$ cat src/stog_pkg.sv
// ----------------------------------------------------------------------------
// stog_pkg
// Shared types and codes for the spiral tile order generator.
// ----------------------------------------------------------------------------
package stog_pkg;

  // operation codes of a request item
  localparam logic OP_LOAD = 1'b0;
  localparam logic OP_NEXT = 1'b1;

  // edge phases of the ring walk
  localparam logic [1:0] PH_TOP    = 2'd0;
  localparam logic [1:0] PH_BOTTOM = 2'd1;
  localparam logic [1:0] PH_LEFT   = 2'd2;
  localparam logic [1:0] PH_RIGHT  = 2'd3;

  // fixed field widths
  localparam int POS_W  = 16;
  localparam int SIZE_W = 8;

  // request item
  typedef struct packed {
    logic             operation;
    logic [POS_W-1:0] rect_left;
    logic [POS_W-1:0] rect_top;
    logic [POS_W-1:0] rect_width;
    logic [POS_W-1:0] rect_height;
  } req_t;

  // result item
  typedef struct packed {
    logic              tile_valid;
    logic [POS_W-1:0]  tile_left;
    logic [POS_W-1:0]  tile_top;
    logic [SIZE_W-1:0] tile_width;
    logic [SIZE_W-1:0] tile_height;
    logic              tile_last;
  } rsp_t;

endpackage

$ cat src/stog_snap.sv
// ----------------------------------------------------------------------------
// stog_snap
// Clamps a loaded rectangle and snaps its bounds outward to the tile grid.
// ----------------------------------------------------------------------------
module stog_snap #(
  parameter int TILE_EDGE  = 128,
  parameter int COORD_BITS = 16,
  parameter int CW         = 17
) (
  input  logic [stog_pkg::POS_W-1:0] rect_left,
  input  logic [stog_pkg::POS_W-1:0] rect_top,
  input  logic [stog_pkg::POS_W-1:0] rect_width,
  input  logic [stog_pkg::POS_W-1:0] rect_height,
  output logic [CW-1:0]              clip_left,
  output logic [CW-1:0]              clip_top,
  output logic [CW-1:0]              clip_right,
  output logic [CW-1:0]              clip_bottom,
  output logic [CW-1:0]              snap_left,
  output logic [CW-1:0]              snap_top,
  output logic [CW-1:0]              snap_right,
  output logic [CW-1:0]              snap_bottom,
  output logic                       nonempty
);

  localparam logic [CW-1:0] COORD_MAX = CW'((64'd1 << COORD_BITS) - 64'd1);
  localparam logic [CW-1:0] MASK      = CW'(TILE_EDGE - 1);

  logic [CW-1:0] left_ext;
  logic [CW-1:0] top_ext;
  logic [CW-1:0] right_sum;
  logic [CW-1:0] bottom_sum;
  logic [CW-1:0] right_up;
  logic [CW-1:0] bottom_up;

  // clamp edges to the coordinate range
  always_comb begin
    left_ext    = CW'(rect_left);
    top_ext     = CW'(rect_top);
    clip_left   = (left_ext > COORD_MAX) ? COORD_MAX : left_ext;
    clip_top    = (top_ext > COORD_MAX) ? COORD_MAX : top_ext;
    right_sum   = clip_left + CW'(rect_width);
    bottom_sum  = clip_top + CW'(rect_height);
    clip_right  = (right_sum > COORD_MAX) ? COORD_MAX : right_sum;
    clip_bottom = (bottom_sum > COORD_MAX) ? COORD_MAX : bottom_sum;
  end

  // snap outward to the tile grid
  always_comb begin
    right_up    = clip_right + MASK;
    bottom_up   = clip_bottom + MASK;
    snap_left   = clip_left & ~MASK;
    snap_top    = clip_top & ~MASK;
    snap_right  = right_up & ~MASK;
    snap_bottom = bottom_up & ~MASK;
    nonempty    = (clip_right > clip_left) && (clip_bottom > clip_top);
  end

endmodule

$ cat src/stog_walk.sv
// ----------------------------------------------------------------------------
// stog_walk
// Ring walk state and the per-request tile step with clipping.
// ----------------------------------------------------------------------------
module stog_walk #(
  parameter int TILE_EDGE = 128,
  parameter int CW        = 17
) (
  input  logic           clk,
  input  logic           rst,
  input  logic           load,
  input  logic           next,
  input  logic [CW-1:0]  ld_clip_left,
  input  logic [CW-1:0]  ld_clip_top,
  input  logic [CW-1:0]  ld_clip_right,
  input  logic [CW-1:0]  ld_clip_bottom,
  input  logic [CW-1:0]  ld_snap_left,
  input  logic [CW-1:0]  ld_snap_top,
  input  logic [CW-1:0]  ld_snap_right,
  input  logic [CW-1:0]  ld_snap_bottom,
  input  logic           ld_nonempty,
  output stog_pkg::rsp_t result
);

  localparam logic [CW-1:0] TILE = CW'(TILE_EDGE);

  // rectangle and ring state
  logic [CW-1:0] rect_left;
  logic [CW-1:0] rect_top;
  logic [CW-1:0] rect_right;
  logic [CW-1:0] rect_bottom;
  logic [CW-1:0] ring_left;
  logic [CW-1:0] ring_top;
  logic [CW-1:0] ring_right;
  logic [CW-1:0] ring_bottom;
  logic [1:0]    edge_phase;
  logic [CW-1:0] edge_cursor;
  logic          walk_active;

  logic [CW-1:0] ring_left_next;
  logic [CW-1:0] ring_top_next;
  logic [CW-1:0] ring_right_next;
  logic [CW-1:0] ring_bottom_next;
  logic [1:0]    edge_phase_next;
  logic [CW-1:0] edge_cursor_next;
  logic          walk_active_next;

  logic [CW-1:0] tx;
  logic [CW-1:0] ty;
  logic [CW-1:0] cl;
  logic [CW-1:0] ct;
  logic [CW-1:0] cr;
  logic [CW-1:0] cb;
  logic [CW-1:0] tile_r;
  logic [CW-1:0] tile_b;
  logic [CW-1:0] cursor_inc;
  logic          edge_done;
  logic          last;

  // tile position for the current edge
  always_comb begin
    unique case (edge_phase)
      stog_pkg::PH_TOP: begin
        tx = edge_cursor;
        ty = ring_top;
      end
      stog_pkg::PH_BOTTOM: begin
        tx = edge_cursor;
        ty = ring_bottom - TILE;
      end
      stog_pkg::PH_LEFT: begin
        tx = ring_left;
        ty = edge_cursor;
      end
      default: begin
        tx = ring_right - TILE;
        ty = edge_cursor;
      end
    endcase
  end

  // clip the tile to the rectangle
  always_comb begin
    tile_r = tx + TILE;
    tile_b = ty + TILE;
    cl     = (tx > rect_left) ? tx : rect_left;
    ct     = (ty > rect_top) ? ty : rect_top;
    cr     = (tile_r < rect_right) ? tile_r : rect_right;
    cb     = (tile_b < rect_bottom) ? tile_b : rect_bottom;
    if (cr < cl) begin
      cr = cl;
    end
    if (cb < ct) begin
      cb = ct;
    end
  end

  // advance the cursor, shrink the ring at the end of an edge
  always_comb begin
    cursor_inc       = edge_cursor + TILE;
    edge_done        = (edge_phase[1] == 1'b0) ? (cursor_inc >= ring_right)
                                               : (cursor_inc >= ring_bottom);
    ring_left_next   = ring_left;
    ring_top_next    = ring_top;
    ring_right_next  = ring_right;
    ring_bottom_next = ring_bottom;
    edge_phase_next  = edge_phase;
    edge_cursor_next = cursor_inc;
    walk_active_next = walk_active;
    last             = 1'b0;
    if (edge_done) begin
      unique case (edge_phase)
        stog_pkg::PH_TOP:    ring_top_next    = ring_top + TILE;
        stog_pkg::PH_BOTTOM: ring_bottom_next = ring_bottom - TILE;
        stog_pkg::PH_LEFT:   ring_left_next   = ring_left + TILE;
        default:             ring_right_next  = ring_right - TILE;
      endcase
      if ((ring_right_next <= ring_left_next) || (ring_bottom_next <= ring_top_next)) begin
        walk_active_next = 1'b0;
        last             = 1'b1;
      end else begin
        edge_phase_next  = edge_phase + 2'd1;
        edge_cursor_next = (edge_phase_next[1] == 1'b0) ? ring_left_next : ring_top_next;
      end
    end
  end

  // result for a request
  always_comb begin
    result = '0;
    if (walk_active) begin
      result.tile_valid  = 1'b1;
      result.tile_left   = cl[stog_pkg::POS_W-1:0];
      result.tile_top    = ct[stog_pkg::POS_W-1:0];
      result.tile_width  = stog_pkg::SIZE_W'(cr - cl);
      result.tile_height = stog_pkg::SIZE_W'(cb - ct);
      result.tile_last   = last;
    end
  end

  // state registers
  always_ff @(posedge clk) begin
    if (rst) begin
      rect_left   <= '0;
      rect_top    <= '0;
      rect_right  <= '0;
      rect_bottom <= '0;
      ring_left   <= '0;
      ring_top    <= '0;
      ring_right  <= '0;
      ring_bottom <= '0;
      edge_phase  <= stog_pkg::PH_TOP;
      edge_cursor <= '0;
      walk_active <= 1'b0;
    end else if (load) begin
      rect_left   <= ld_clip_left;
      rect_top    <= ld_clip_top;
      rect_right  <= ld_clip_right;
      rect_bottom <= ld_clip_bottom;
      ring_left   <= ld_snap_left;
      ring_top    <= ld_snap_top;
      ring_right  <= ld_snap_right;
      ring_bottom <= ld_snap_bottom;
      edge_phase  <= stog_pkg::PH_TOP;
      edge_cursor <= ld_snap_left;
      walk_active <= ld_nonempty;
    end else if (next && walk_active) begin
      ring_left   <= ring_left_next;
      ring_top    <= ring_top_next;
      ring_right  <= ring_right_next;
      ring_bottom <= ring_bottom_next;
      edge_phase  <= edge_phase_next;
      edge_cursor <= edge_cursor_next;
      walk_active <= walk_active_next;
    end
  end

endmodule

$ cat src/spiral_tile_order_generator_core.sv
// A next item passes the input register and then the result register.
// Throughput: one item per cycle unless a next item waits on rsp_stall.
// A load item gives no result and never waits on the result side.
// TILE_EDGE must be a power of two (grid snapping is a mask).
// Reset (rst, synchronous) empties both registers and leaves the walk idle.
// ----------------------------------------------------------------------------
// spiral_tile_order_generator_core
// Lists the clipped tiles of a rectangle in a spiral from the outside in.
// ----------------------------------------------------------------------------
module spiral_tile_order_generator_core #(
  parameter int TILE_EDGE  = 128,
  parameter int COORD_BITS = 16
) (
  input  logic           clk,
  input  logic           rst,
  input  logic           req_valid,
  output logic           req_stall,
  input  stog_pkg::req_t req,
  output logic           rsp_valid,
  input  logic           rsp_stall,
  output stog_pkg::rsp_t rsp
);

  localparam int TSHIFT = $clog2(TILE_EDGE);
  localparam int CW0    = (COORD_BITS > TSHIFT) ? COORD_BITS : TSHIFT;
  localparam int CW     = ((CW0 > stog_pkg::POS_W) ? CW0 : stog_pkg::POS_W) + 1;

  logic           in_full;
  stog_pkg::req_t in_item;
  logic           fire;
  logic           is_next;
  logic           out_full;
  stog_pkg::rsp_t step_rsp;

  logic [CW-1:0] clip_left;
  logic [CW-1:0] clip_top;
  logic [CW-1:0] clip_right;
  logic [CW-1:0] clip_bottom;
  logic [CW-1:0] snap_left;
  logic [CW-1:0] snap_top;
  logic [CW-1:0] snap_right;
  logic [CW-1:0] snap_bottom;
  logic          nonempty;

  // the held item proceeds when it is a load or the result slot frees up
  assign is_next   = (in_item.operation == stog_pkg::OP_NEXT);
  assign fire      = in_full && (!is_next || !out_full || !rsp_stall);
  assign req_stall = in_full && !fire;

  // input register
  always_ff @(posedge clk) begin
    if (rst) begin
      in_full <= 1'b0;
    end else if (req_valid && !req_stall) begin
      in_full <= 1'b1;
    end else if (fire) begin
      in_full <= 1'b0;
    end
  end

  always_ff @(posedge clk) begin
    if (req_valid && !req_stall) begin
      in_item <= req;
    end
  end

  stog_snap #(
    .TILE_EDGE  (TILE_EDGE),
    .COORD_BITS (COORD_BITS),
    .CW         (CW)
  ) u_snap (
    .rect_left   (in_item.rect_left),
    .rect_top    (in_item.rect_top),
    .rect_width  (in_item.rect_width),
    .rect_height (in_item.rect_height),
    .clip_left   (clip_left),
    .clip_top    (clip_top),
    .clip_right  (clip_right),
    .clip_bottom (clip_bottom),
    .snap_left   (snap_left),
    .snap_top    (snap_top),
    .snap_right  (snap_right),
    .snap_bottom (snap_bottom),
    .nonempty    (nonempty)
  );

  stog_walk #(
    .TILE_EDGE (TILE_EDGE),
    .CW        (CW)
  ) u_walk (
    .clk            (clk),
    .rst            (rst),
    .load           (fire && !is_next),
    .next           (fire && is_next),
    .ld_clip_left   (clip_left),
    .ld_clip_top    (clip_top),
    .ld_clip_right  (clip_right),
    .ld_clip_bottom (clip_bottom),
    .ld_snap_left   (snap_left),
    .ld_snap_top    (snap_top),
    .ld_snap_right  (snap_right),
    .ld_snap_bottom (snap_bottom),
    .ld_nonempty    (nonempty),
    .result         (step_rsp)
  );

  // result register
  always_ff @(posedge clk) begin
    if (rst) begin
      out_full <= 1'b0;
    end else if (fire && is_next) begin
      out_full <= 1'b1;
    end else if (!rsp_stall) begin
      out_full <= 1'b0;
    end
  end

  always_ff @(posedge clk) begin
    if (fire && is_next) begin
      rsp <= step_rsp;
    end
  end

  assign rsp_valid = out_full;

endmodule

$ cat config.mk
export PLATFORM = sky130hd
export DESIGN_NAME = spiral_tile_order_generator_core
export DESIGN_NICKNAME = d
export VERILOG_FILES = /design/src/stog_pkg.sv /design/src/stog_snap.sv /design/src/stog_walk.sv /design/src/spiral_tile_order_generator_core.sv
export SDC_FILE = /design/constraint.sdc
export NUM_CORES = 1
export LEC_CHECK = 0
export ABC_AREA = 1
export BUFFER_PORTS_ARGS = -buffer_cell sky130_fd_sc_hd__buf_2
export CORE_UTILIZATION = 50
export DETAILED_ROUTE_END_ITERATION = 10
export PLACE_DENSITY = 0.68
export SYNTH_ARGS = -nofsm -noshare
export SYNTH_HDL_FRONTEND = slang
export SYNTH_SLANG_ARGS = --single-unit
$ cat constraint.sdc
create_clock -name clk -period 7.78 [get_ports clk]
set_input_delay 1.556 -clock clk [delete_from_list [all_inputs] [get_ports clk]]
set_output_delay 1.556 -clock clk [all_outputs]
set_load 0.005 [all_outputs]
==> results.json, run 1 <==
{
  "critPathKind": "reg2reg",
  "setup_tns_ps": 0,
  "ys_seq_area_share_pct": 33.5,
  "regToRegSetupSlack_ps": 580,
  "io_pins": 121,
  "worst_pin_slew_ps": 1020,
  "first_global_vias": 15300,
  "cts_buffer_depth": 3,
  "cts_tree": "yes",
  "worstHoldStart": "u_walk.ring_top[16]",
  "syn_area_sq_um": 18000,
  "drcViolationCount": 0,
  "drt-total-wl_microns": 53600,
  "slowest_stage": "dfxtp_1",
  "holdPathStages": 2,
  "synth_most_common_cell": "nand2_1",
  "arrival_ps": 7530,
  "die_width_microns": 192,
  "status": "completed",
  "synth_area_leaders": "edfxtp_1 (19%), ha_1 (16%), dfxtp_1 (14%)",
  "stdcell_count": 2977,
  "synth_warnings": 0,
  "nets": 2794,
  "grt_pass1_wl_microns": 82000,
  "ys_types": 65,
  "final_util_pct": 56.7,
  "synth_commonest_cells": "nand2_1 (462), inv_1 (365), ha_1 (228), nor2_1 (205), o21ai_0 (186)",
  "grt-ovfl-total": 0,
  "critPathMaxStageDelay_ps": 410,
  "multi_input_area_sq_um": 10300,
  "clockRootBuffer": "clkbuf_16",
  "die_y_microns": 192,
  "fin_skew_ps": 28.3,
  "area_growth_syn_to_layout_pct": 11.9,
  "cap_violations": 0,
  "dieArea_sq_um": 36700,
  "ir_worst_vdd_mv": 0.227,
  "setup_violations": 0,
  "hold_violations": 0,
  "drt_iter0_drc": 1451,
  "synth_largest_area_cell": "edfxtp_1",
  "ant_nets": 0,
  "slew_headroom_pct": 31.7,
  "via_per_inst": 5.57,
  "place_inst": 2923,
  "syn_inst": 2388,
  "gp_congestion": 0.983,
  "cp-start-kind": "register",
  "period_needed_ps": 7200,
  "r2r_start": "u_walk.edge_phase[1]",
  "period_share_pct": 92.6,
  "p_leak_nw": 9.39,
  "hp-class": "reg2reg",
  "cts_sinks": 243,
  "start_util_pct": 50.7,
  "htree_levels": 1,
  "reg2reg_depth": 51,
  "synth_edf_count": 115,
  "antenna_found_initial": 1,
  "crit_fanout": 21,
  "fill_cells": 3393,
  "clkTransAtPathRegs_ps": 70,
  "slew_violations": 0,
  "seq_area_sq_um": 6020,
  "power.density_nw_per_um2": 217,
  "post_synth.cell_area_avg_sq_um": 7.53,
  "drive_above_1_share_pct": 10.5,
  "power.total_mw": 4.36,
  "grt_use_met3_pct": 4.04,
  "crit_required_ps": 8110,
  "synthArstFlopShare_pct": 0,
  "ys_seq_elements": 243,
  "worstReg2RegEnd": "rsp[8]",
  "synth_nets": 2689,
  "met2_usage_pct": 45.0,
  "fp-row-count": 69,
  "vias": 16600,
  "numCtsBuffers": 29,
  "rsz0062_at_grt": "no",
  "track_usage_pct": 29.0,
  "whs_ps": 469,
  "drtPass1Iterations": 6,
  "min_to": "u_walk.ring_top[16]",
  "grt_busiest_layer": "met2",
  "fmax_mhz": 139,
  "grt_max_degree": 66,
  "synthFlopType": "dfxtp_1",
  "diodes": 0,
  "wire_per_inst_microns": 18.0,
  "insertion_delay_ps": 600,
  "coreArea_sq_um": 35500,
  "cp-end-kind": "register",
  "dp_hpwl_microns": 42000,
  "path_common_cell": "nor2_1",
  "grt.met1_usage_pct": 41.4,
  "numPortBuffers": 120,
  "yosysTopAreaCellShare_pct": 19.2
}
-- kinds of logic (layout without fill, tap and decap cells) --
group | Yosys count | after routing | synth area share (%)
adders and majority gates | 232 | 232 | 16.3
AOI/OAI and AO/OA | 529 | 529 | 17.0
and+or+nand+nor | 879 | 879 | 20.9
buffers and inverters | 448 | 576 | 9.58
xor gates and xnor gates | 57 | 57 | 2.78
DFF | 243 | 243 | 33.5
-- registers in the layout (all words and copies together) (netlist names), 2 cells and up, named ones only --
register	count
in_item	64
u_walk.ring_bottom	10
u_walk.ring_top	10
u_walk.rect_bottom	17
u_walk.rect_top	16
u_walk.rect_right	17
u_walk.ring_left	10
u_walk.edge_phase	2
rsp	50
u_walk.edge_cursor	10
u_walk.ring_right	10
u_walk.rect_left	16
-- metrics by stage --
stage	setup slack (ps)	cell area [sq um]
final	579	20100
after global routing	10.4	20100
after CTS	318	20100
after detailed placement	374	19000
after global placement	634	19000
after floorplan	1140	18000
-- power breakdown --
part	leakage, nW	switching [mW]	internal, mW	total, mW
clock	0.497	0.573	0.916	1.49
combinational	6.73	0.957	0.484	1.44
sequential	2.16	0.0383	1.40	1.43
total	9.39	1.57	2.80	4.36
-- placed cells by master, fill, tap and decap left out, drive strengths merged, types with 4 or more instances in the layout --
cell type / instances
nand2: 477
inv: 386
ha: 228
o21ai: 218
nor2: 214
a21oi: 150
buf: 136
dfxtp: 128
edfxtp: 115
nand3: 104
o22ai: 47
xor2: 45
nor3: 39
clkbuf: 33
a31oi: 29
nand4: 23
a211oi: 18
o211ai: 14
xnor2: 12
clkinv: 11
o21a: 10
o21bai: 10
nand3b: 9
a21o: 8
bufinv: 7
a22oi: 6
or2: 6
o31ai: 5
fa: 4
-- how the worst max path moves through the flow --
stage	slack [ps]	from	endpoint	depth (start not counted)
detailed placement	370	u_walk.edge_phase[1]	rsp[16]	47
floorplan	1140	u_walk.edge_phase[1]	rsp[8]	54
finish	580	u_walk.edge_phase[1]	rsp[8]	51
global route	10	u_walk.edge_phase[1]	rsp[16]	49
CTS	320	u_walk.edge_phase[1]	rsp[16]	47
global placement	630	u_walk.edge_phase[1]	rsp[16]	47
-- what timing repair did --
action | 4_1_cts | 5_1_grt
setup buffers | 0 | 0
resized for setup | 0 | 13
hold buffers | 0 | 0
endpoints found under the setup margin | 0 | 5
-- routing by layer --
layer,share of wire (%),up-vias
met5,0,-
met4,2.9,0
met3,8.1,91
met2,43,637
met1,46,7599
li1,-,8252
-- final cells by class --
| class | count | share of cell area, % |
|---|---|---|
| repair buffers | 136 | 3.62 |
| inverters | 386 | 7.21 |
| well taps | 461 | 2.87 |
| clock inverters | 21 | 1.48 |
| multi-input cells | 1697 | 51.2 |
| flip-flops and latches | 243 | 29.9 |
| clock buffers | 33 | 3.68 |
-- worst max-delay path: cells and delay by family, from the launching register on --
| kind | cells | cell delay, ps |
|---|---|---|
| adder cells (fa/ha/maj) | 5 | 1340 |
| AO/OA/AOI/OAI | 11 | 1530 |
| AND/OR/NAND/NOR | 25 | 2450 |
| XOR/XNOR | 1 | 190 |
| buffers and inverters | 9 | 1000 |
| flip-flops | 1 | 410 |
Power figures use the tool's default switching activity.
==> run 2: changes to the inputs <==
Settings changed: ABC_AREA 1 to default.
==> results.json, run 2 <==
{
  "status": "completed",
  "synthFlopType": "dfxtp_1",
  "hp-class": "reg2reg",
  "vias": 15700,
  "synth_commonest_cells": "ha_1 (228), nand2_1 (207), nor2_1 (206), a21oi_1 (177), inv_1 (165)",
  "critPathMaxStageDelay_ps": 380,
  "synthArstFlopShare_pct": 0,
  "dp_hpwl_microns": 40400,
  "reg_top3": "in_item: 64 flops, rsp: 50 flops",
  "cap_violations": 0,
  "clkTransAtPathRegs_ps": 60,
  "drt-total-wl_microns": 52100,
  "crit_required_ps": 8110,
  "internal_power_mw": 2.95,
  "track_usage_pct": 28.3,
  "p_leak_nw": 8.23,
  "nets": 2488,
  "critPathKind": "reg2reg",
  "p_sw_mw": 1.54,
  "startpoint": "u_walk.edge_phase[1]",
  "ys_seq_area_share_pct": 33.6,
  "slew_violations": 0,
  "wire_per_inst_microns": 19.6,
  "ys_types": 80,
  "synth_warnings": 0,
  "period_needed_ps": 7310,
  "cp-endpoint": "rsp[16]",
  "reg2reg_depth": 35,
  "die_width_microns": 191,
  "regToRegSetupSlack_ps": 470,
  "grt_pass1_wl_microns": 80300,
  "crit_fanout": 10,
  "cts.hold.buffers_added": 0,
  "largest_register": "in_item",
  "post_synth.cell_area_avg_sq_um": 8.63,
  "first_global_vias": 14700,
  "hold_violations": 0,
  "fmax_mhz": 137,
  "seqPwrFrac_pct": 32.3,
  "setup_tns_ps": 0,
  "cts_buffer_depth": 3,
  "swShare_pct": 34.4,
  "syn_inst": 2076,
  "final_cell_mix": "ha_1 (226), nand2_1 (207), nor2_1 (204)",
  "ant_nets": 0,
  "insertion_delay_ps": 580,
  "dieArea_sq_um": 36600,
  "ys_seq_elements": 243,
  "largest_reg_flops": 64,
  "coreArea_sq_um": 34900,
  "drtPass1Iterations": 5,
  "final_util_pct": 58.1,
  "synth_area_leaders": "edfxtp_1 (19%), ha_1 (16%), dfxtp_1 (14%)",
  "power_frac_clock_pct": 32.6,
  "r2r_start": "u_walk.edge_phase[1]",
  "gp_congestion": 0.987,
  "cp-end-kind": "register",
  "numCtsBuffers": 30,
  "arrival_ps": 7640,
  "start_util_pct": 51.3,
  "numPortBuffers": 120,
  "drcViolationCount": 0,
  "slowest_stage": "dfxtp_1",
  "synth_largest_area_cell": "edfxtp_1",
  "fill_cells": 3171,
  "setup_violations": 0,
  "drive_above_1_share_pct": 13.2,
  "period_share_pct": 94.0,
  "cts_sinks": 243,
  "cp-start-kind": "register",
  "synth_edf_count": 115,
  "area_growth_syn_to_layout_pct": 13.2,
  "fp-row-count": 68,
  "syn_area_sq_um": 17900,
  "htree_levels": 1,
  "clockRootBuffer": "clkbuf_16",
  "slew_headroom_pct": 24.5,
  "yosysTopAreaCellShare_pct": 19.3,
  "whs_ps": 456,
  "ir_worst_vdd_mv": 0.178,
  "worst_pin_slew_ps": 1120,
  "grt_max_degree": 70,
  "grt-ovfl-total": 0,
  "die_y_microns": 191,
  "via_per_inst": 5.88,
  "diodes": 0,
  "synth_most_common_cell": "ha_1",
  "cts_tree": "yes",
  "worstReg2RegEnd": "rsp[16]",
  "fin_skew_ps": 14.4,
  "antenna_found_initial": 0,
  "p_comb_share_pct": 35.1,
  "synth_nets": 2377,
  "power.density_nw_per_um2": 222,
  "drt_iter0_drc": 1281,
  "io_pins": 121,
  "final_common_cell": "ha_1",
  "rsz0062_at_grt": "no",
  "power.total_mw": 4.49,
  "path_common_cell": "ha_1"
}
[run 2: power groups by stage]
stage / sequential (mW) / combinational [mW] / clock (mW)
2_1_floorplan: 1.46 / 1.16 / 0
3_5_place_dp: 1.48 / 1.51 / 0
4_1_cts: 1.45 / 1.52 / 1.49
5_1_grt: 1.46 / 1.76 / 1.54
3_3_place_gp: 1.48 / 1.47 / 0
6_report: 1.45 / 1.58 / 1.46
[run 2: final cells by class]
cell class	count	area [sq um]	share of cell area (%)
clock buffer	39	847	4.18
multi-input combinational	1585	11100	54.8
clock inverter	17	186	0.920
inverter	165	619	3.06
timing repair buffer	162	922	4.55
sequential	243	6020	29.7
tap	455	569	2.81
[run 2: worst min-delay path by stage]
stage	slack, ps	start	to	depth (start not counted)
after floorplan	430	u_walk.rect_bottom[16]	u_walk.rect_bottom[16]	2
final	460	u_walk.rect_left[8]	u_walk.rect_left[8]	2
after global placement	440	u_walk.rect_left[14]	u_walk.rect_left[14]	2
after detailed placement	450	u_walk.rect_left[8]	u_walk.rect_left[8]	2
after CTS	460	u_walk.rect_left[8]	u_walk.rect_left[8]	2
after global routing	480	u_walk.rect_left[9]	u_walk.rect_left[9]	2
[run 2: what timing repair did]
| item | 4_1_cts | 5_1_grt |
|---|---|---|
| pin swaps | 0 | 2 |
| buffers inserted | 0 | 1 |
| cloned | 0 | 0 |
| gates resized for setup | 1 | 37 |
| endpoints found under the setup margin | 1 | 6 |
[run 2: critical path: cells and delay by family (launching register included)]
| kind | cells | cell delay [ps] |
|---|---|---|
| AO/OA/AOI/OAI | 18 | 3170 |
| adder cells (fa/ha/maj) | 5 | 1260 |
| AND/OR/NAND/NOR | 7 | 1080 |
| multiplexers | 2 | 710 |
| flip-flops | 1 | 380 |
| buffers and inverters | 2 | 250 |
| XOR/XNOR | 1 | 180 |
[run 2: cell families (layout without fill, tap and decap cells)]
| logic type | Yosys count | after routing | share of synthesized area [%] |
|---|---|---|---|
| compound gates | 508 | 508 | 18.3 |
| fa+ha+maj | 232 | 232 | 16.4 |
| xor+xnor | 125 | 125 | 6.11 |
| buf+inv | 248 | 383 | 5.30 |
| simple gates | 672 | 672 | 17.5 |
| flops | 243 | 243 | 33.6 |
| mux | 48 | 48 | 2.87 |
[run 2: metal layers]
layer / GRT usage, % / wire length, microns / vias up
met4: 8.52 / 1430 / 0
li1: - / - / 7652
met1: 42.3 / 25200 / 7439
met5: 0 / 0 / -
met2: 41.5 / 21400 / 513
met3: 4.11 / 4090 / 71
[run 2: per-stage QoR]
stage | setup WS, ps | cell area (sq um) | instances
finish | 470 | 20300 | 2666
floorplan | 324 | 17900 | 2076
global route | 9.59 | 20300 | 2666
global placement | 374 | 19100 | 2609
CTS | 74.4 | 20100 | 2665
detailed placement | 23.5 | 19100 | 2609
